### src/hw/rtl/tpc_pkg.sv
// ----------------------------------------------------------------------------
// tpc_pkg
// Shared constants, codes and types of the three-phase commit engine.
// ----------------------------------------------------------------------------
package tpc_pkg;

   localparam int MAX_NODES   = 16;
   localparam int ACT_W       = 2;
   localparam int TAG_W       = 3;
   localparam int NODE_W      = 4;
   localparam int CNT_W       = 4;
   localparam int TICK_W      = 16;
   localparam int TIMER_W     = 20;
   localparam int PHASE_W     = 3;
   localparam int CSR_ADDR_W  = 2;
   localparam int CSR_DATA_W  = 16;
   localparam int QUEUE_DEPTH = 4;

   // actions
   localparam logic [ACT_W-1:0] ACT_START = 2'd0;
   localparam logic [ACT_W-1:0] ACT_MSG   = 2'd1;
   localparam logic [ACT_W-1:0] ACT_TICK  = 2'd2;

   // message tags
   localparam logic [TAG_W-1:0] TAG_CAN_COMMIT = 3'd0;
   localparam logic [TAG_W-1:0] TAG_VOTE_YES   = 3'd1;
   localparam logic [TAG_W-1:0] TAG_ABORT      = 3'd2;
   localparam logic [TAG_W-1:0] TAG_PREPARE    = 3'd3;
   localparam logic [TAG_W-1:0] TAG_ACK        = 3'd4;
   localparam logic [TAG_W-1:0] TAG_COMMIT     = 3'd5;

   localparam logic [NODE_W-1:0] COORD_NODE = 4'd0;

   // protocol phases
   localparam logic [PHASE_W-1:0] PH_QUERY     = 3'd0;
   localparam logic [PHASE_W-1:0] PH_WAITING   = 3'd1;
   localparam logic [PHASE_W-1:0] PH_PRECOMMIT = 3'd2;
   localparam logic [PHASE_W-1:0] PH_ABORT     = 3'd3;
   localparam logic [PHASE_W-1:0] PH_COMMIT    = 3'd4;

   // register indexes
   localparam logic [CSR_ADDR_W-1:0] CSR_ROLE          = 2'd0;
   localparam logic [CSR_ADDR_W-1:0] CSR_COHORT_COUNT  = 2'd1;
   localparam logic [CSR_ADDR_W-1:0] CSR_TIMEOUT_TICKS = 2'd2;

   localparam logic                ROLE_COORD   = 1'b0;
   localparam logic [CNT_W-1:0]    COHORT_RESET = 4'd1;
   localparam logic [TICK_W-1:0]   TICKS_RESET  = 16'd4000;

   // one queued job for the output side
   typedef struct packed {
      logic               send_valid;
      logic               bcast;
      logic [TAG_W-1:0]   tag;
      logic [CNT_W-1:0]   count;
      logic [PHASE_W-1:0] node_state;
   } cmd_type;

endpackage

### src/hw/rtl/tpc_if.sv
// ----------------------------------------------------------------------------
// tpc_if
// Valid/ready channels of the commit engine: events, results, registers.
// ----------------------------------------------------------------------------
interface tpc_req_if;
   logic                   valid;
   logic                   ready;
   logic [tpc_pkg::ACT_W-1:0]  action;
   logic [tpc_pkg::TAG_W-1:0]  msg_tag;
   logic [tpc_pkg::NODE_W-1:0] msg_source;

   modport source (output valid, action, msg_tag, msg_source, input ready);
   modport sink   (input valid, action, msg_tag, msg_source, output ready);
endinterface

interface tpc_rsp_if;
   logic                        valid;
   logic                        ready;
   logic                        send_valid;
   logic [tpc_pkg::TAG_W-1:0]   send_tag;
   logic [tpc_pkg::NODE_W-1:0]  send_to;
   logic [tpc_pkg::PHASE_W-1:0] node_state;
   logic                        last;

   modport source (output valid, send_valid, send_tag, send_to, node_state, last,
                   input ready);
   modport sink   (input valid, send_valid, send_tag, send_to, node_state, last,
                   output ready);
endinterface

interface tpc_csr_if;
   logic                           valid;
   logic                           ready;
   logic [tpc_pkg::CSR_ADDR_W-1:0] addr;
   logic [tpc_pkg::CSR_DATA_W-1:0] data;

   modport source (output valid, addr, data, input ready);
   modport sink   (input valid, addr, data, output ready);
endinterface

### src/hw/rtl/tpc_front.sv
// ----------------------------------------------------------------------------
// tpc_front
// Register file, protocol state and event classification. Each accepted
// event updates the phase at once and queues one job for the output side.
// ----------------------------------------------------------------------------
module tpc_front (
   input  logic             clock,
   input  logic             reset,
   tpc_req_if.sink          req_ch,
   tpc_csr_if.sink          csr_ch,
   input  logic             q_full,
   output logic             q_push,
   output tpc_pkg::cmd_type q_cmd
);
   import tpc_pkg::*;

   logic               role_ff;
   logic [CNT_W-1:0]   cohort_ff;
   logic [TICK_W-1:0]  ticks_ff;
   logic [PHASE_W-1:0] phase_ff, phase_in;
   logic [CNT_W-1:0]   ack_ff, ack_in;
   logic [TIMER_W-1:0] timer_ff, timer_in;

   logic [CNT_W-1:0]   eff;
   logic [TIMER_W-1:0] limit;
   logic [TIMER_W-1:0] timer_inc;
   logic [CNT_W-1:0]   ack_inc;
   logic               take;
   logic               active;
   logic [TAG_W-1:0]   want;
   logic [TAG_W-1:0]   adv_tag;
   logic [PHASE_W-1:0] adv_phase;
   cmd_type            cmd;

   assign csr_ch.ready = !reset;
   assign req_ch.ready = !reset && !q_full;
   assign take         = req_ch.valid && req_ch.ready;

   always_ff @(posedge clock) begin
      if (reset) begin
         role_ff   <= ROLE_COORD;
         cohort_ff <= COHORT_RESET;
         ticks_ff  <= TICKS_RESET;
      end else if (csr_ch.valid) begin
         case (csr_ch.addr)
            CSR_ROLE:          role_ff   <= csr_ch.data[0];
            CSR_COHORT_COUNT:  cohort_ff <= csr_ch.data[CNT_W-1:0];
            CSR_TIMEOUT_TICKS: ticks_ff  <= csr_ch.data[TICK_W-1:0];
            default:           ;
         endcase
      end
   end

   // effective cohort count: zero reads as one, capped at MAX_NODES - 1
   always_comb begin
      eff = cohort_ff;
      if (eff == '0) eff = CNT_W'(1);
      if (int'(eff) > MAX_NODES - 1) eff = CNT_W'(MAX_NODES - 1);
   end

   assign limit     = TIMER_W'(ticks_ff) * TIMER_W'(eff);
   assign timer_inc = timer_ff + 1'b1;
   assign ack_inc   = ack_ff + 1'b1;
   assign active    = (phase_ff == PH_WAITING) || (phase_ff == PH_PRECOMMIT);
   assign want      = (phase_ff == PH_WAITING) ? TAG_VOTE_YES : TAG_ACK;
   assign adv_tag   = (phase_ff == PH_WAITING) ? TAG_PREPARE : TAG_COMMIT;
   assign adv_phase = (phase_ff == PH_WAITING) ? PH_PRECOMMIT : PH_COMMIT;

   always_comb begin
      phase_in = phase_ff;
      ack_in   = ack_ff;
      timer_in = timer_ff;
      cmd      = '0;
      if (role_ff == ROLE_COORD) begin
         if (phase_ff == PH_QUERY) begin
            if (req_ch.action == ACT_START) begin
               phase_in  = PH_WAITING;
               cmd.bcast = 1'b1;
               cmd.tag   = TAG_CAN_COMMIT;
            end
         end else if (active) begin
            if (req_ch.action == ACT_MSG) begin
               if (req_ch.msg_tag == want) begin
                  if (ack_inc >= eff) begin
                     phase_in  = adv_phase;
                     cmd.bcast = 1'b1;
                     cmd.tag   = adv_tag;
                  end else begin
                     ack_in = ack_inc;
                  end
               end else if (req_ch.msg_tag == TAG_ABORT) begin
                  phase_in  = PH_ABORT;
                  cmd.bcast = 1'b1;
                  cmd.tag   = TAG_ABORT;
               end
            end else if (req_ch.action == ACT_TICK) begin
               if (timer_inc >= limit) begin
                  phase_in  = PH_ABORT;
                  cmd.bcast = 1'b1;
                  cmd.tag   = TAG_ABORT;
               end else begin
                  timer_in = timer_inc;
               end
            end
         end
      end else if (active || phase_ff == PH_QUERY) begin
         if (req_ch.action == ACT_MSG) begin
            if (req_ch.msg_source == COORD_NODE) begin
               if (req_ch.msg_tag == TAG_ABORT) begin
                  phase_in = PH_ABORT;
               end else if (phase_ff == PH_QUERY && req_ch.msg_tag == TAG_CAN_COMMIT) begin
                  phase_in = PH_WAITING;
                  cmd.tag  = TAG_VOTE_YES;
               end else if (phase_ff == PH_WAITING && req_ch.msg_tag == TAG_PREPARE) begin
                  phase_in = PH_PRECOMMIT;
                  cmd.tag  = TAG_ACK;
               end else if (phase_ff == PH_PRECOMMIT && req_ch.msg_tag == TAG_COMMIT) begin
                  phase_in = PH_COMMIT;
               end
            end
         end else if (req_ch.action == ACT_TICK) begin
            if (timer_inc >= TIMER_W'(ticks_ff)) begin
               phase_in = (phase_ff == PH_PRECOMMIT) ? PH_COMMIT : PH_ABORT;
            end else begin
               timer_in = timer_inc;
            end
         end
      end
      // any phase change clears the counters
      if (phase_in != phase_ff) begin
         ack_in   = '0;
         timer_in = '0;
      end
      cmd.send_valid = cmd.bcast || (cmd.tag != TAG_CAN_COMMIT);
      cmd.count      = eff;
      cmd.node_state = phase_in;
   end

   always_ff @(posedge clock) begin
      if (reset) begin
         phase_ff <= PH_QUERY;
         ack_ff   <= '0;
         timer_ff <= '0;
      end else if (take) begin
         phase_ff <= phase_in;
         ack_ff   <= ack_in;
         timer_ff <= timer_in;
      end
   end

   assign q_push = take;
   assign q_cmd  = cmd;

endmodule

### src/hw/rtl/tpc_queue.sv
// ----------------------------------------------------------------------------
// tpc_queue
// Short job queue between the event front and the result emitter.
// ----------------------------------------------------------------------------
module tpc_queue (
   input  logic             clock,
   input  logic             reset,
   input  logic             push,
   input  tpc_pkg::cmd_type push_cmd,
   input  logic             pop,
   output tpc_pkg::cmd_type pop_cmd,
   output logic             full,
   output logic             empty
);
   import tpc_pkg::*;

   localparam int PTR_W = $clog2(QUEUE_DEPTH);

   cmd_type              mem_ff [QUEUE_DEPTH];
   logic [PTR_W-1:0]     wr_ff, wr_in;
   logic [PTR_W-1:0]     rd_ff, rd_in;
   logic [PTR_W:0]       cnt_ff, cnt_in;
   logic                 do_push, do_pop;

   assign full    = (cnt_ff == (PTR_W+1)'(QUEUE_DEPTH));
   assign empty   = (cnt_ff == '0);
   assign do_push = push && !full;
   assign do_pop  = pop && !empty;
   assign pop_cmd = mem_ff[rd_ff];

   always_comb begin
      wr_in  = do_push ? PTR_W'((wr_ff == PTR_W'(QUEUE_DEPTH - 1)) ? 0 : wr_ff + 1'b1) : wr_ff;
      rd_in  = do_pop  ? PTR_W'((rd_ff == PTR_W'(QUEUE_DEPTH - 1)) ? 0 : rd_ff + 1'b1) : rd_ff;
      cnt_in = cnt_ff + (PTR_W+1)'(do_push) - (PTR_W+1)'(do_pop);
   end

   always_ff @(posedge clock) begin
      if (do_push) mem_ff[wr_ff] <= push_cmd;
   end

   always_ff @(posedge clock) begin
      if (reset) begin
         wr_ff  <= '0;
         rd_ff  <= '0;
         cnt_ff <= '0;
      end else begin
         wr_ff  <= wr_in;
         rd_ff  <= rd_in;
         cnt_ff <= cnt_in;
      end
   end

endmodule

### src/hw/rtl/tpc_back.sv
// ----------------------------------------------------------------------------
// tpc_back
// Result emitter: holds one job and walks a broadcast over the cohorts,
// one result per transfer.
// ----------------------------------------------------------------------------
module tpc_back (
   input  logic             clock,
   input  logic             reset,
   input  logic             q_empty,
   input  tpc_pkg::cmd_type q_cmd,
   output logic             q_pop,
   tpc_rsp_if.source        rsp_ch
);
   import tpc_pkg::*;

   cmd_type          cur_ff;
   logic             busy_ff;
   logic [CNT_W-1:0] idx_ff;
   logic             last_w;
   logic             xfer;
   logic             load;

   assign last_w = !cur_ff.bcast || (idx_ff == cur_ff.count);
   assign xfer   = busy_ff && rsp_ch.ready;
   assign load   = !busy_ff || (rsp_ch.ready && last_w);
   assign q_pop  = load && !q_empty;

   always_ff @(posedge clock) begin
      if (reset) begin
         busy_ff <= 1'b0;
      end else if (load) begin
         busy_ff <= !q_empty;
      end
   end

   always_ff @(posedge clock) begin
      if (load) begin
         cur_ff <= q_cmd;
         idx_ff <= CNT_W'(1);
      end else if (xfer) begin
         idx_ff <= idx_ff + 1'b1;
      end
   end

   assign rsp_ch.valid      = busy_ff;
   assign rsp_ch.send_valid = cur_ff.send_valid;
   assign rsp_ch.send_tag   = cur_ff.send_valid ? cur_ff.tag : '0;
   assign rsp_ch.send_to    = cur_ff.bcast ? NODE_W'(idx_ff) : COORD_NODE;
   assign rsp_ch.node_state = cur_ff.node_state;
   assign rsp_ch.last       = last_w;

endmodule

### src/hw/rtl/three_phase_commit_engine_top.sv
// ----------------------------------------------------------------------------
// three_phase_commit_engine_top
// One node of a three-phase commit protocol, coordinator or cohort.
// ----------------------------------------------------------------------------
// Channels: req_ch carries events (start, received message, timer tick),
// rsp_ch carries results, csr_ch writes role, cohort_count, timeout_ticks.
// Registers must be written only while the node is idle; the block itself
// does not enforce this. csr_ch is ready out of reset. In the front, phase,
// ack count and wait timer update at the event transfer and one job enters
// a four-entry queue; the job passes through the queue and then the emitter
// register before its result is valid on rsp_ch.
// Throughput: one event per cycle while rsp_ch is ready, when each gives one
// result (status or single send). A broadcast gives one result per cohort
// (1 to 15) on rsp_ch, walked by the emitter over the cohort index.
// Stalls: while rsp_ch is not ready the emitter holds its result and the
// front keeps taking events until the queue is full; then req_ch.ready drops.
// Reset: registers return to coordinator, one cohort, 4000 ticks; phase is
// query, counters clear, queue empties and no result is valid.
// ----------------------------------------------------------------------------
module three_phase_commit_engine_top (
   input  logic      clock,
   input  logic      reset,
   tpc_req_if.sink   req_ch,
   tpc_rsp_if.source rsp_ch,
   tpc_csr_if.sink   csr_ch
);
   import tpc_pkg::*;

   logic    q_push, q_pop, q_full, q_empty;
   cmd_type push_cmd, pop_cmd;

   tpc_front u_front (
      .clock  (clock),
      .reset  (reset),
      .req_ch (req_ch),
      .csr_ch (csr_ch),
      .q_full (q_full),
      .q_push (q_push),
      .q_cmd  (push_cmd)
   );

   tpc_queue u_queue (
      .clock    (clock),
      .reset    (reset),
      .push     (q_push),
      .push_cmd (push_cmd),
      .pop      (q_pop),
      .pop_cmd  (pop_cmd),
      .full     (q_full),
      .empty    (q_empty)
   );

   tpc_back u_back (
      .clock   (clock),
      .reset   (reset),
      .q_empty (q_empty),
      .q_cmd   (pop_cmd),
      .q_pop   (q_pop),
      .rsp_ch  (rsp_ch)
   );

   // status results always stand alone
   a_status_last: assert property (@(posedge clock) disable iff (reset)
      rsp_ch.valid && !rsp_ch.send_valid |-> rsp_ch.last)
      else $error("status result without last");

   // messages to the coordinator are single sends, never part of a broadcast
   a_single_last: assert property (@(posedge clock) disable iff (reset)
      rsp_ch.valid && rsp_ch.send_valid && rsp_ch.send_to == COORD_NODE |-> rsp_ch.last)
      else $error("send to coordinator not marked last");

   // nothing is presented right after reset
   a_reset_idle: assert property (@(posedge clock)
      reset |=> !rsp_ch.valid)
      else $error("result valid after reset");

   // a broadcast walks the cohorts in order without skipping
   a_bcast_step: assert property (@(posedge clock) disable iff (reset)
      rsp_ch.valid && rsp_ch.ready && rsp_ch.send_valid && !rsp_ch.last
      |=> rsp_ch.valid && rsp_ch.send_to == $past(rsp_ch.send_to) + 4'd1)
      else $error("broadcast index did not advance by one");

endmodule

### src/flat_wrapper.sv
// flat-port wrapper written by rule: the top's interface ports become plain ports
module three_phase_commit_engine_top_flat import tpc_pkg::*;
  (clock, reset, req_ch_valid, req_ch_action, req_ch_msg_tag, req_ch_msg_source, req_ch_ready, rsp_ch_valid, rsp_ch_send_valid, rsp_ch_send_tag, rsp_ch_send_to, rsp_ch_node_state, rsp_ch_last, rsp_ch_ready, csr_ch_valid, csr_ch_addr, csr_ch_data, csr_ch_ready);
  tpc_req_if req_ch_i ();
  tpc_rsp_if rsp_ch_i ();
  tpc_csr_if csr_ch_i ();
  input  logic clock;
  input  logic reset;
  input wire logic [$bits(req_ch_i.valid)-1:0] req_ch_valid;
  input wire logic [$bits(req_ch_i.action)-1:0] req_ch_action;
  input wire logic [$bits(req_ch_i.msg_tag)-1:0] req_ch_msg_tag;
  input wire logic [$bits(req_ch_i.msg_source)-1:0] req_ch_msg_source;
  output wire logic [$bits(req_ch_i.ready)-1:0] req_ch_ready;
  output wire logic [$bits(rsp_ch_i.valid)-1:0] rsp_ch_valid;
  output wire logic [$bits(rsp_ch_i.send_valid)-1:0] rsp_ch_send_valid;
  output wire logic [$bits(rsp_ch_i.send_tag)-1:0] rsp_ch_send_tag;
  output wire logic [$bits(rsp_ch_i.send_to)-1:0] rsp_ch_send_to;
  output wire logic [$bits(rsp_ch_i.node_state)-1:0] rsp_ch_node_state;
  output wire logic [$bits(rsp_ch_i.last)-1:0] rsp_ch_last;
  input wire logic [$bits(rsp_ch_i.ready)-1:0] rsp_ch_ready;
  input wire logic [$bits(csr_ch_i.valid)-1:0] csr_ch_valid;
  input wire logic [$bits(csr_ch_i.addr)-1:0] csr_ch_addr;
  input wire logic [$bits(csr_ch_i.data)-1:0] csr_ch_data;
  output wire logic [$bits(csr_ch_i.ready)-1:0] csr_ch_ready;
  assign req_ch_i.valid = req_ch_valid;
  assign req_ch_i.action = req_ch_action;
  assign req_ch_i.msg_tag = req_ch_msg_tag;
  assign req_ch_i.msg_source = req_ch_msg_source;
  assign req_ch_ready = req_ch_i.ready;
  assign rsp_ch_valid = rsp_ch_i.valid;
  assign rsp_ch_send_valid = rsp_ch_i.send_valid;
  assign rsp_ch_send_tag = rsp_ch_i.send_tag;
  assign rsp_ch_send_to = rsp_ch_i.send_to;
  assign rsp_ch_node_state = rsp_ch_i.node_state;
  assign rsp_ch_last = rsp_ch_i.last;
  assign rsp_ch_i.ready = rsp_ch_ready;
  assign csr_ch_i.valid = csr_ch_valid;
  assign csr_ch_i.addr = csr_ch_addr;
  assign csr_ch_i.data = csr_ch_data;
  assign csr_ch_ready = csr_ch_i.ready;
  three_phase_commit_engine_top u_core (.clock(clock), .reset(reset), .req_ch(req_ch_i), .rsp_ch(rsp_ch_i), .csr_ch(csr_ch_i));
endmodule
### config.mk
export PLATFORM = sky130hd
export DESIGN_NAME = three_phase_commit_engine_top_flat
export DESIGN_NICKNAME = d
export VERILOG_FILES = /design/src/hw/rtl/tpc_pkg.sv /design/src/hw/rtl/tpc_if.sv /design/src/hw/rtl/tpc_front.sv /design/src/hw/rtl/tpc_queue.sv /design/src/hw/rtl/tpc_back.sv /design/src/hw/rtl/three_phase_commit_engine_top.sv /design/src/flat_wrapper.sv
export SDC_FILE = /design/constraint.sdc
export NUM_CORES = 1
export LEC_CHECK = 0
export ABC_AREA = 1
export BUFFER_PORTS_ARGS = -buffer_cell sky130_fd_sc_hd__buf_2
export CAP_MARGIN = 15
export CORE_MARGIN = 2
export CORE_UTILIZATION = 34
export CTS_CLUSTER_SIZE = 25
export DETAILED_ROUTE_END_ITERATION = 10
export PLACE_DENSITY = 0.6
export SLEW_MARGIN = 20
export SYNTH_ARGS = -nofsm -noshare
export SYNTH_HDL_FRONTEND = slang
export SYNTH_HIERARCHICAL = 1
export SYNTH_SLANG_ARGS = --single-unit
### constraint.sdc
create_clock -name clock -period 14.9 [get_ports clock]
set_input_delay 0 -clock clock [delete_from_list [all_inputs] [get_ports clock]]
set_output_delay 0 -clock clock [all_outputs]
set_load 0.005 [all_outputs]
* Word level (Yosys, flattened, before mapping)
Memory sizes are Yosys's and may differ from the RTL's. A register that Yosys moved wholly into a read port is not among the register bits.
Index checks and enable logic that the tools add are counted.
** Storage, ports and cells
- Bits in writable memories :: 48
- Bits in registers :: 60
- Logic and storage cells :: 149
- Input bits :: 32
- Memories kept :: 1
** Cells by class
- Eq/ne operators :: 23
- Reductions and logical operators :: 38
- $mul :: 1
- $lt $le $gt $ge :: 3
- Multiplexer cells :: 65
- Add/sub/neg operators :: 7
** Memory list
- u_core.u_queue.mem_ff :: words 4, bits a word 12, rd ports 1, clocked after Yosys merged registers in 1, wr ports 1, line tpc_queue.sv:19 : cmd_type mem_ff [QUEUE_DEPTH];
** Operators with widths (number)
- two-way mux 20 bit :: 11
- two-way mux 3 bit :: 31
- two-way mux 4 bit :: 18
- adder 20 x 1 -> 20 bit, second input constant :: 1
- greater-or-equal comparator 20 x 16 -> 1 bit :: 1
- greater-or-equal comparator 20 bit :: 1
- multiplier 16 x 4 -> 20 bit :: 1
- logical AND 1 bit :: 10
- == test 3 x 2 -> 1 bit, second input constant :: 3
- zero test 3 bit :: 3
- != test 3 x 2 -> 1 bit, second input constant :: 3
- adder 4 x 1 -> 4 bit, second input constant :: 2
- == test 2 bit, second input constant :: 4
- zero test 4 bit :: 2
- != test 2 x 1 -> 1 bit, second input constant :: 4
- AND reduction 8 bit :: 1
- nonzero test 2 bit :: 4
- AND reduction 7 bit :: 1
- == test 3 bit, second input constant :: 2
- AND reduction 2 bit :: 3
- nonzero test 3 bit :: 2
- zero test 1 bit :: 5
- logical OR 1 bit :: 5
- adder 2 x 1 -> 2 bit, second input constant :: 2
- 12 further kinds :: 17

* Depth between registers and ports, before layout
Gate-level depths: netlist of run 1.
- Depth in word-level cells :: 13
- Mapped depth :: 46
- Depth with buffers taken out :: 42

* Modules after synthesis
The synthesis of run 1 kept the hierarchy.
** Modules (own cells, without submodules)
- tpc_front :: seq. area each 960.9 µm², cells an instance 941, area an instance 5895.7 µm², instances 1
- tpc_queue :: seq. area each 1621.6 µm², cells an instance 182, area an instance 2280.9 µm², instances 1
- tpc_back :: seq. area each 460.4 µm², cells an instance 79, area an instance 742.0 µm², instances 1

* Worst setup path before layout of run 1
OpenSTA, ideal clock, no wires.
- Path kind :: register to register
- From :: register u_core.u_front.cohort_ff[3]
- To :: register u_core.u_front.timer_ff[11]
- Data required time :: 14.787 ns
- Stages on the path, launching flop included :: 42
- Arrival :: 5.769 ns
- Slack :: 9.018 ns
- Cells stage by stage :: dfxtp_1 -> clkbuf_1 -> buf_1 -> nand2_1 -> fa_1 -> inv_1 -> fa_1 -> ha_1 -> nand3_1 -> nand2_1 -> a21oi_1 -> o21ai_0 -> a21oi_1 -> o21ai_0 -> a21oi_1 -> o21bai_1 -> nand2_1 -> inv_1 -> (+6 left out) -> nor2_1 -> inv_1 -> nor2_1 -> nand4_1 -> nand4_1 -> nand2_1 -> nand3_1 -> o2111ai_1 -> nand2_2 -> nand2_1 -> nand2_2 -> nand3_2 -> nand2_2 -> buf_6 -> buf_6 -> nand2_1 -> nand2_1 -> nor2_1
** RTL lines
- from (decl) :: line tpc_front.sv:18 : logic [CNT_W-1:0] cohort_ff;
- from (signal assigned) :: line tpc_front.sv:47 : CSR_COHORT_COUNT: cohort_ff <= csr_ch.data[CNT_W-1:0];
- to (signal assigned) :: line tpc_front.sv:147 : timer_ff <= timer_in;
- to (decl) :: line tpc_front.sv:22 : logic [TIMER_W-1:0] timer_ff, timer_in;

==> flow_summary.yaml, run 1 <==
status:
  status: "completed"
pwr:
  worst_ir_drop_vdd_v: 0.0000768
  leakage_uw: 0.00532
  powerDensity_mw_per_mm2: 123
place:
  gp_congestion: 0.866
  placedCellCount: 1555
  dp_slack_ps: 8010
  hpwlAfterDp_mm: 14.7
  io_buffers: 46
yosys:
  synth_top_cell_by_area: "edfxtp_1"
  synth_ff_type: "dfxtp_1"
  synth-edff-count: 60
  synth_area_mm2: 0.00892
  syn_area_per_cell_um2: 7.42
  synth_nets: 1337
  ys_seq_area_frac: 0.341
  synth_async_sr_flop_share: 0
  synth_warnings: 6
  ys_seq_elements: 122
  synth.distinct_cells: 45
  yosys.area.top_type_share: 0.202
  synth_cells: 1202
  synth_area_leaders: "edfxtp_1 20%, dfxtp_1 14%, nand2_1 11%"
cells_and_area:
  fill_cells: 2683
  final_cell_mix: "252 x nand2_1, 250 x inv_1, 154 x nor2_1"
  multi_input_area_mm2: 0.00474
  fin_cells: 1609
  mostFrequentLayoutCell: "nand2_1"
  nets: 1396
  register_area_mm2: 0.00304
  drive_above_1_share: 0.0903
  antenna-diode-count: 0
  area_growth_pct: 15.0
die:
  fp.dieW_um: 166
  core_mm2: 0.0259
  die_h_um: 166
  pin_count: 47
  num_rows: 59
  die_area_mm2: 0.0275
  start_util: 0.344
detailed_routing:
  drc_errors: 0
  drt-wirelength-per-cell_um: 12.1
  finalWirelength_mm: 19.5
  drt-pass1-iter-count: 5
  vias_per_cell: 4.61
  dr_total_vias: 7415
  ant_nets: 0
  drtIter0Drc: 456
global_route:
  antenna_found_initial: 0
  grt_overflow: 0
  grt_max_degree: 46
  grt_pass1_wl_mm: 33.2
  grt_pass1_vias: 7038
  grt_usage: 0.146
worst_setup_path:
  arrival_ps: 7250
  cp_num_buf_inv: 4
  critPathLaunchType: "flop"
  cp_top_family: "simple AND/OR/NAND/NOR gates"
  rrSetupSlack_ps: 7990
  slowest_stage: "dfxtp_1"
  crit_top_cell: "nand2_1"
  cp.required_ps: 15240
  crit_path_end_kind: "flop"
  crit_fanout: 22
  critPathKind: "reg2reg"
  max_stage_delay_ps: 880
sta:
  final.setup_skew_ps: 12.3
  min_period_ps: 6910
  drv_slew: 0
  slew_headroom: 0.428
  max_freq_mhz: 145
  worstMarginPinSlew_ps: 856
  worst_slack_ps: 7990
  totalNegativeSetupSlack_ps: 0
  setup_viol: 0
  hold_violations: 0
  rsz0062_at_grt: "no"
  period_share: 0.464
flow_run:
  maxCapViolCount: 0
cts:
  clk_latency_ps: 420
  cts-htree-levels: 4
  cts_resized: 0
  cts.sinks: 122
  cts_tree: "yes"
  root_buffer: "clkbuf_16"
  cts_made_buffers: 17
  post_cts_buffers: 0
  clk_pin_slew_worst_paths_ps: 70
  hold_buffers: 22
  clockBufferDepth: 2
min_path:
  hp-class: "in2reg"
[kinds of logic (layout without fill, tap and decap cells)]
group | count (synthesis) | in the layout | share of synthesized area
adder cells (fa/ha/maj) | 103 | 103 | 0.169
flip-flops | 122 | 122 | 0.341
AO/OA/AOI/OAI | 153 | 153 | 0.0947
AND/OR/NAND/NOR | 507 | 507 | 0.239
buffers and inverters | 289 | 361 | 0.129
XOR/XNOR | 28 | 28 | 0.0275
[path summary, 6_finish.rpt]
path                                                   from                           to  depth (start not counted)
worst max-delay path            u_core/u_front/cohort_ff[2]     u_core/u_front/ack_ff[2]                         38
worst min-delay path                           csr_ch_valid  u_core/u_front/ticks_ff[11]                          4
worst max register to register  u_core/u_front/cohort_ff[2]     u_core/u_front/ack_ff[2]                         38
worst min register to register  u_core/u_front/cohort_ff[0]  u_core/u_front/cohort_ff[0]                          2
[final cells by class]
cell class	count	area share
inverter	255	0.0933
tap	335	0.0409
multi-input combinational	791	0.462
clock inverter	15	0.0171
sequential	122	0.297
clock buffer	17	0.0415
timing repair buffer	74	0.0483
[flip-flops by register name (all words and copies together) (netlist names), named ones only]
| register | flops |
|---|---|
| u_core/u_front/cohort_ff | 4 |
| u_core/u_front/timer_ff | 20 |
| u_core/u_back/cur_ff | 8 |
| u_core/u_back/rsp_ch.node_state | 3 |
| u_core/u_front/ack_ff | 4 |
| u_core/u_queue/cnt_ff | 3 |
| u_core/u_queue/mem_ff | 48 |
| u_core/u_queue/rd_ff | 2 |
| u_core/u_front/ticks_ff | 16 |
| u_core/u_front/role_ff | 1 |
| u_core/u_queue/wr_ff | 2 |
| u_core/u_front/phase_ff | 3 |
| u_core/u_back/rsp_ch.valid | 1 |
| u_core/u_back/idx_ff | 4 |
| u_core/u_back/rsp_ch.send_valid | 1 |
[routing by layer]
layer	vias up	wire [um]	track usage
met5	-	0	0
met4	0	200	0.0355
met3	19	594	0.0250
met2	111	9680	0.260
met1	3404	9000	0.183
li1	3881	-	-
[metrics by stage]
stage	hold WS, ps	util	power (uW)	cell area (um^2)
floorplan	26.9	-	755	8920
global placement	224	0.364	841	9430
detailed placement	228	0.364	850	9430
CTS	108	0.396	1280	10200
global route	162	0.396	1360	10300
finish	133	0.396	1260	10300
[Yosys cell counts (18+ instances only)]
cell type / instances
nand2_1: 252
inv_1: 250
nor2_1: 155
ha_1: 74
dfxtp_1: 62
edfxtp_1: 60
a21oi_1: 53
o21ai_0: 44
nand3_1: 35
fa_1: 29
xor2_1: 20
nor3_1: 18
[worst reg2reg max path, delay by kind of cell (launching register included)]
kind / cells / cell delay, ps
adders and majority gates: 3 / 920
AOI/OAI and AO/OA: 9 / 1530
xor gates and xnor gates: 1 / 140
DFF: 1 / 880
buffers and inverters: 4 / 540
and+or+nand+nor: 21 / 2810
[power by group]
group / switching [uW] / internal (uW)
logic: 248 / 146
clock network: 179 / 240
registers: 39.3 / 411
No activity file was read; power rests on OpenSTA's default activity.
==> run 2, diff against run 1 <==
- ABC_AREA: 1 -> 0
- PLACE_DENSITY: 0.6 -> 0.62
- clock period: 14.9 -> 6 ns (I/O delays scaled with it)
==> run 2 against run 1 <==
Compared with the run above:
- first-iteration DRC count down 8.8%
- die area fell by 4.6%
- global-route usage grew 1.4 points
- critical path type unchanged
- synthesized cell count decreased by 24%
- clock skew grew 7.1 ps
- maximum frequency increased by 20%
- worst setup slack lost 7800 ps
- clock power increased by 140%
- via count decreased by 7.0%
- core utilization up 3.0 points
==> flow_summary.yaml, run 2 <==
status:
  status: "completed"
cts:
  root_buffer: "clkbuf_16"
  cts_tree: "yes"
  cts.sinks: 122
  clockBufferDepth: 2
  clk_pin_slew_worst_paths_ps: 60
  cts_made_buffers: 17
  cts-htree-levels: 4
  clk_latency_ps: 430
yosys:
  synth-edff-count: 60
  synth_warnings: 6
  synth.most_common_cell: "inv_1"
  ys_seq_elements: 122
  yosys.area.top_type_share: 0.212
  synth_nets: 1049
  ys_seq_area_frac: 0.358
  synth_top_cell_by_area: "edfxtp_1"
  synth_area_leaders: "edfxtp_1 21%, dfxtp_1 15%, ha_1 11%"
  yosys-top-cells-count: "102 x inv_1, 95 x nand2_1, 83 x nor2_1"
  synth_async_sr_flop_share: 0
  syn_area_per_cell_um2: 9.30
  synth_cells: 914
  synth.distinct_cells: 78
  synth_ff_type: "dfxtp_1"
  synth_area_mm2: 0.00850
cells_and_area:
  antenna-diode-count: 0
  mostFrequentLayoutCell: "inv_1"
  nets: 1160
  largest_reg_flops: 48
  reg_top3: "u_core/u_queue/mem_ff: 48 flops, u_core/u_front/timer_ff: 20 flops, u_core/u_front/ticks_ff: 16 flops"
  drive_above_1_share: 0.204
  final_cell_mix: "98 x inv_1, 95 x nand2_1, 83 x nor2_1"
  regMostFlops: "u_core/u_queue/mem_ff"
  area_growth_pct: 22.5
global_route:
  grt_overflow: 0
  grt_usage: 0.160
  grt_max_degree: 33
  grt_pass1_wl_mm: 33.5
  antenna_found_initial: 0
  grt_pass1_vias: 6819
pwr:
  p_comb_frac: 0.225
  p_sw_uw: 844
  p_seq_frac: 0.401
  internal_power_uw: 1820
  powerDensity_mw_per_mm2: 255
  power.share.clock: 0.374
  swShare: 0.317
  total_power_uw: 2660
  worst_ir_drop_vdd_v: 0.000227
  leakage_uw: 0.00442
die:
  die_area_mm2: 0.0263
  core_mm2: 0.0245
  start_util: 0.348
  die_h_um: 162
  pin_count: 47
  num_rows: 57
  fp.dieW_um: 162
sta:
  period_share: 0.962
  min_period_ps: 5770
  slew_headroom: 0.312
  drv_slew: 0
  final.setup_skew_ps: 19.4
  worstMarginPinSlew_ps: 1030
  totalNegativeSetupSlack_ps: 0
  max_freq_mhz: 173
  worst_slack_ps: 225
  setup_viol: 0
  hold_violations: 0
worst_setup_path:
  slowest_stage: "fa_2"
  max_stage_delay_ps: 590
  cp_num_buf_inv: 4
  crit_path_end_kind: "flop"
  cp.required_ps: 6150
  r2r_end: "u_core/u_queue/mem_ff[2][11]"
  arrival_ps: 5930
  cp_top_family: "compound AO/OA/AOI/OAI gates"
  crit_fanout: 4
  critPathLaunchType: "flop"
  crit_top_cell: "buf_4"
  rr_startpoint: "u_core/u_front/cohort_ff[2]"
  crit_chain: "buf_4 -> nand2_1 -> fa_1 -> inv_1 -> fa_2 -> ha_1 -> a21oi_2 -> o211ai_1 -> buf_4 -> o21bai_4 -> o21ai_2 -> nor2b_1 -> nor2_1 -> a2111oi_2 -> buf_4 -> xor2_1 -> ha_1 -> a21o_1 -> a211o_1 -> o31ai_4 -> or4_4 -> a2111oi_4 -> or4_4"
  critPathKind: "reg2reg"
  rrSetupSlack_ps: 230
  r2r_cells: 23
detailed_routing:
  dr_total_vias: 6899
  drt-pass1-iter-count: 7
  vias_per_cell: 5.07
  finalWirelength_mm: 20.4
  drc_errors: 0
  drtIter0Drc: 416
  drt-wirelength-per-cell_um: 15.0
  ant_nets: 0
min_path:
  min_from: "csr_ch_addr[0]"
  hp-class: "in2reg"
  min_to: "u_core/u_front/role_ff"
  hold_depth: 4
place:
  dp_slack_ps: -328
  hpwlAfterDp_mm: 15.2
  io_buffers: 46
  gp_congestion: 0.857
flow_run:
  maxCapViolCount: 0
run 2: power groups by stage:
stage | clock, uW | sequential [uW] | combinational (uW)
final | 994 | 1070 | 600
after detailed placement | 0 | 1090 | 572
after global placement | 0 | 1080 | 562
after CTS | 1010 | 1070 | 586
after floorplan | 0 | 1040 | 433
after global routing | 1050 | 1080 | 673
run 2: what timing repair did:
action	4_1_cts	5_1_grt
setup buffers	0	5
endpoints found under the setup margin	41	41
hold buffers	17	0
hold endpoints to repair	26	0
gates resized for setup	11	39
cloned	0	0
pin swaps	2	22
run 2: cell type report:
cell class / count / area [um^2]
Sequential cell: 122 / 3050
Clock buffer: 17 / 425
Tap cell: 324 / 405
Fill cell: 2353 / 14100
Timing Repair Buffer: 129 / 907
Inverter: 104 / 398
Clock inverter: 15 / 145
Multi-Input combinational cell: 651 / 5080
run 2: worst max-delay path by stage:
stage | from | to | slack, ps | cells past startpoint
global placement | u_core/u_front/cohort_ff[3] | u_core/u_queue/mem_ff[0][11] | -190 | 26
global route | u_core/u_front/cohort_ff[1] | u_core/u_queue/mem_ff[1][11] | -50 | 26
finish | u_core/u_front/cohort_ff[2] | u_core/u_queue/mem_ff[2][11] | 230 | 23
floorplan | u_core/u_front/cohort_ff[3] | u_core/u_queue/mem_ff[0][11] | 20 | 25
CTS | u_core/u_front/cohort_ff[3] | u_core/u_queue/mem_ff[2][11] | 10 | 25
detailed placement | u_core/u_front/cohort_ff[3] | u_core/u_front/timer_ff[10] | -330 | 29
run 2: routing by layer:
metal,track usage,share of wire
met5,0,0
met4,0.0483,0.017
met3,0.0289,0.032
met2,0.283,0.50
met1,0.197,0.45
run 2: tightest hold or removal path, stage by stage:
cell and delay (ps):
buf_2 130, nor3b_1 80, a21oi_1 150, nor2_1 70
run 2: through the flow:
step	std cells	instance area [um^2]	hold WS, ps	utilization
final	1362	10400	55.9	0.426
after floorplan	914	8520	34.1	-
after detailed placement	1308	9420	238	0.385
after global placement	1308	9420	235	0.385
after global routing	1362	10400	89.0	0.426
after CTS	1357	10200	40.4	0.417
run 2: kinds of logic after synthesis:
group / Yosys count / synth area share
simple gates: 314 / 0.180
fa+ha+maj: 103 / 0.177
mux: 19 / 0.0400
buf+inv: 141 / 0.0690
flops: 122 / 0.358
compound gates: 171 / 0.130
xor+xnor: 44 / 0.0453
==> run 3, diff against run 2 <==
- CORE_UTILIZATION: 34 -> 50
- PLACE_DENSITY: 0.62 -> 0.81
- REMOVE_ABC_BUFFERS: not set -> 1
==> run 3 against run 2 <==
Compared with the run above:
- wire length grew 6.5%
- core utilization grew 20 points
- hold slack got worse by 34 ps
- non-clock buffer count grew 1
- flip-flop and latch count did not move
- clock skew is 10 ps lower
- global-route usage increased by 8.4 points
- critical path depth is 7 higher
- largest power group unchanged
- highest routed layer unchanged
==> flow_summary.yaml, run 3 (synthesis gave the netlist of run 2 again) <==
place:
  io_buffers: 46
  gp_congestion: 0.904
  hpwlAfterDp_mm: 14.7
  dpl_cell_area_mm2: 0.00930
die:
  start_util: 0.513
  num_rows: 47
  fp.dieW_um: 134
  die_area_mm2: 0.0181
  core_mm2: 0.0166
  die_h_um: 134
  pin_count: 47
cts:
  cts_tree: "yes"
  root_buffer: "clkbuf_16"
  cts_made_buffers: 17
  clk_pin_slew_worst_paths_ps: 60
  clockBufferDepth: 2
  cts.sinks: 122
  cts-htree-levels: 4
  clk_latency_ps: 430
worst_setup_path:
  crit_path_end_kind: "flop"
  r2r_cells: 30
  r2r_end: "u_core/u_front/timer_ff[9]"
  cp.required_ps: 6310
  crit_fanout: 5
  critPathKind: "reg2reg"
  slowest_stage: "or4_4"
  rrSetupSlack_ps: 130
  rr_startpoint: "u_core/u_front/ticks_ff[4]"
  critPathLaunchType: "flop"
  arrival_ps: 6180
  max_stage_delay_ps: 560
cells_and_area:
  area_growth_pct: 21.6
  nets: 1161
  design_area_mm2: 0.0103
  regMostFlops: "u_core/u_queue/mem_ff"
  mostFrequentLayoutCell: "inv_1"
  antenna-diode-count: 0
  final_cell_mix: "95 x inv_1, 93 x nand2_1, 81 x nor2_1"
  largest_reg_flops: 48
  reg_top3: "u_core/u_queue/mem_ff: 48 flops, u_core/u_front/timer_ff: 20 flops, u_core/u_front/ticks_ff: 16 flops"
  drive_above_1_share: 0.209
sta:
  slew_headroom: 0.280
  drv_slew: 0
  min_period_ps: 5870
  hold_violations: 0
  worstMarginPinSlew_ps: 1080
  final.setup_skew_ps: 9.32
  hold_ws_ps: 21.4
  max_freq_mhz: 170
  setup_viol: 0
  totalNegativeSetupSlack_ps: 0
  period_share: 0.979
detailed_routing:
  drc_errors: 0
  finalWirelength_mm: 21.8
  drt-wirelength-per-cell_um: 17.3
  drt-pass1-iter-count: 5
  vias_per_cell: 5.82
  drtIter0Drc: 485
  ant_nets: 0
  dr_total_vias: 7328
global_route:
  grt_usage: 0.244
  grt_overflow: 0
  grt_pass1_vias: 7200
  grt_max_degree: 33
  grt_pass1_wl_mm: 34.7
  antenna_found_initial: 0
min_path:
  hold_depth: 3
  min_to: "u_core/u_front/phase_ff[0]"
  min_from: "req_ch_valid"
  hp-class: "in2reg"
pwr:
  worst_ir_drop_vdd_v: 0.000255
  total_power_uw: 2760
  leakage_uw: 0.00445
  powerDensity_mw_per_mm2: 267
status:
  status: "completed"
flow_run:
  maxCapViolCount: 0
## run 3: final cells by class
| class | count | area (um^2) |
|---|---|---|
| tap | 220 | 275 |
| fill | 1258 | 6240 |
| clock inverter | 15 | 178 |
| sequential | 122 | 3050 |
| timing repair buffer | 130 | 935 |
| inverter | 104 | 393 |
| clock buffer | 17 | 425 |
| multi-input combinational | 651 | 5080 |
## run 3: layer usage
metal  global-route usage  wire, um
met1                0.291      8380
met2                0.416     10900
met3               0.0423      1390
met4                0.139      1060
met5                    0         0
## run 3: stage by stage
step / setup slack, ps / instances / util
floorplan: -476 / 877 / -
detailed placement: -214 / 1206 / 0.561
global route: -144 / 1259 / 0.624
global placement: -135 / 1206 / 0.561
finish: 127 / 1259 / 0.624
CTS: 10.8 / 1255 / 0.610
## run 3: worst max-delay path by stage
stage                              endpoint                         from  depth (start not counted)
5_1_grt         u_core/u_front/timer_ff[10]  u_core/u_front/cohort_ff[2]                         28
2_1_floorplan  u_core/u_queue/mem_ff[0][11]  u_core/u_front/cohort_ff[3]                         23
4_1_cts        u_core/u_queue/mem_ff[3][11]  u_core/u_front/cohort_ff[3]                         26
3_5_place_dp   u_core/u_queue/mem_ff[3][11]  u_core/u_front/cohort_ff[3]                         25
6_report         u_core/u_front/timer_ff[9]   u_core/u_front/ticks_ff[4]                         30
3_3_place_gp   u_core/u_queue/mem_ff[0][11]  u_core/u_front/cohort_ff[3]                         26
## run 3: report_power, final
| group | internal [uW] | leakage [uW] | switching, uW |
|---|---|---|---|
| Sequential | 983 | 0.00108 | 89.5 |
| Combinational | 296 | 0.00309 | 332 |
| Clock | 627 | 0.000288 | 430 |
| Total | 1910 | 0.00445 | 852 |
## run 3: critical path, delay by kind of cell, from the launching register on
| kind | cells | cell delay (ps) |
|---|---|---|
| XOR/XNOR | 1 | 130 |
| AO/OA/AOI/OAI | 10 | 1490 |
| buffers and inverters | 9 | 1140 |
| AND/OR/NAND/NOR | 6 | 1040 |
| adder cells (fa/ha/maj) | 4 | 1640 |
| flip-flops | 1 | 310 |
## run 3: repair_timing
| action | 4_1_cts | 5_1_grt |
|---|---|---|
| pin swaps | 2 | 19 |
| endpoints found under the setup margin | 36 | 45 |
| buffers inserted | 0 | 3 |
| hold buffers | 17 | 0 |
| cloned | 0 | 1 |
| endpoints found under the hold margin | 26 | 0 |
| resized for setup | 16 | 46 |
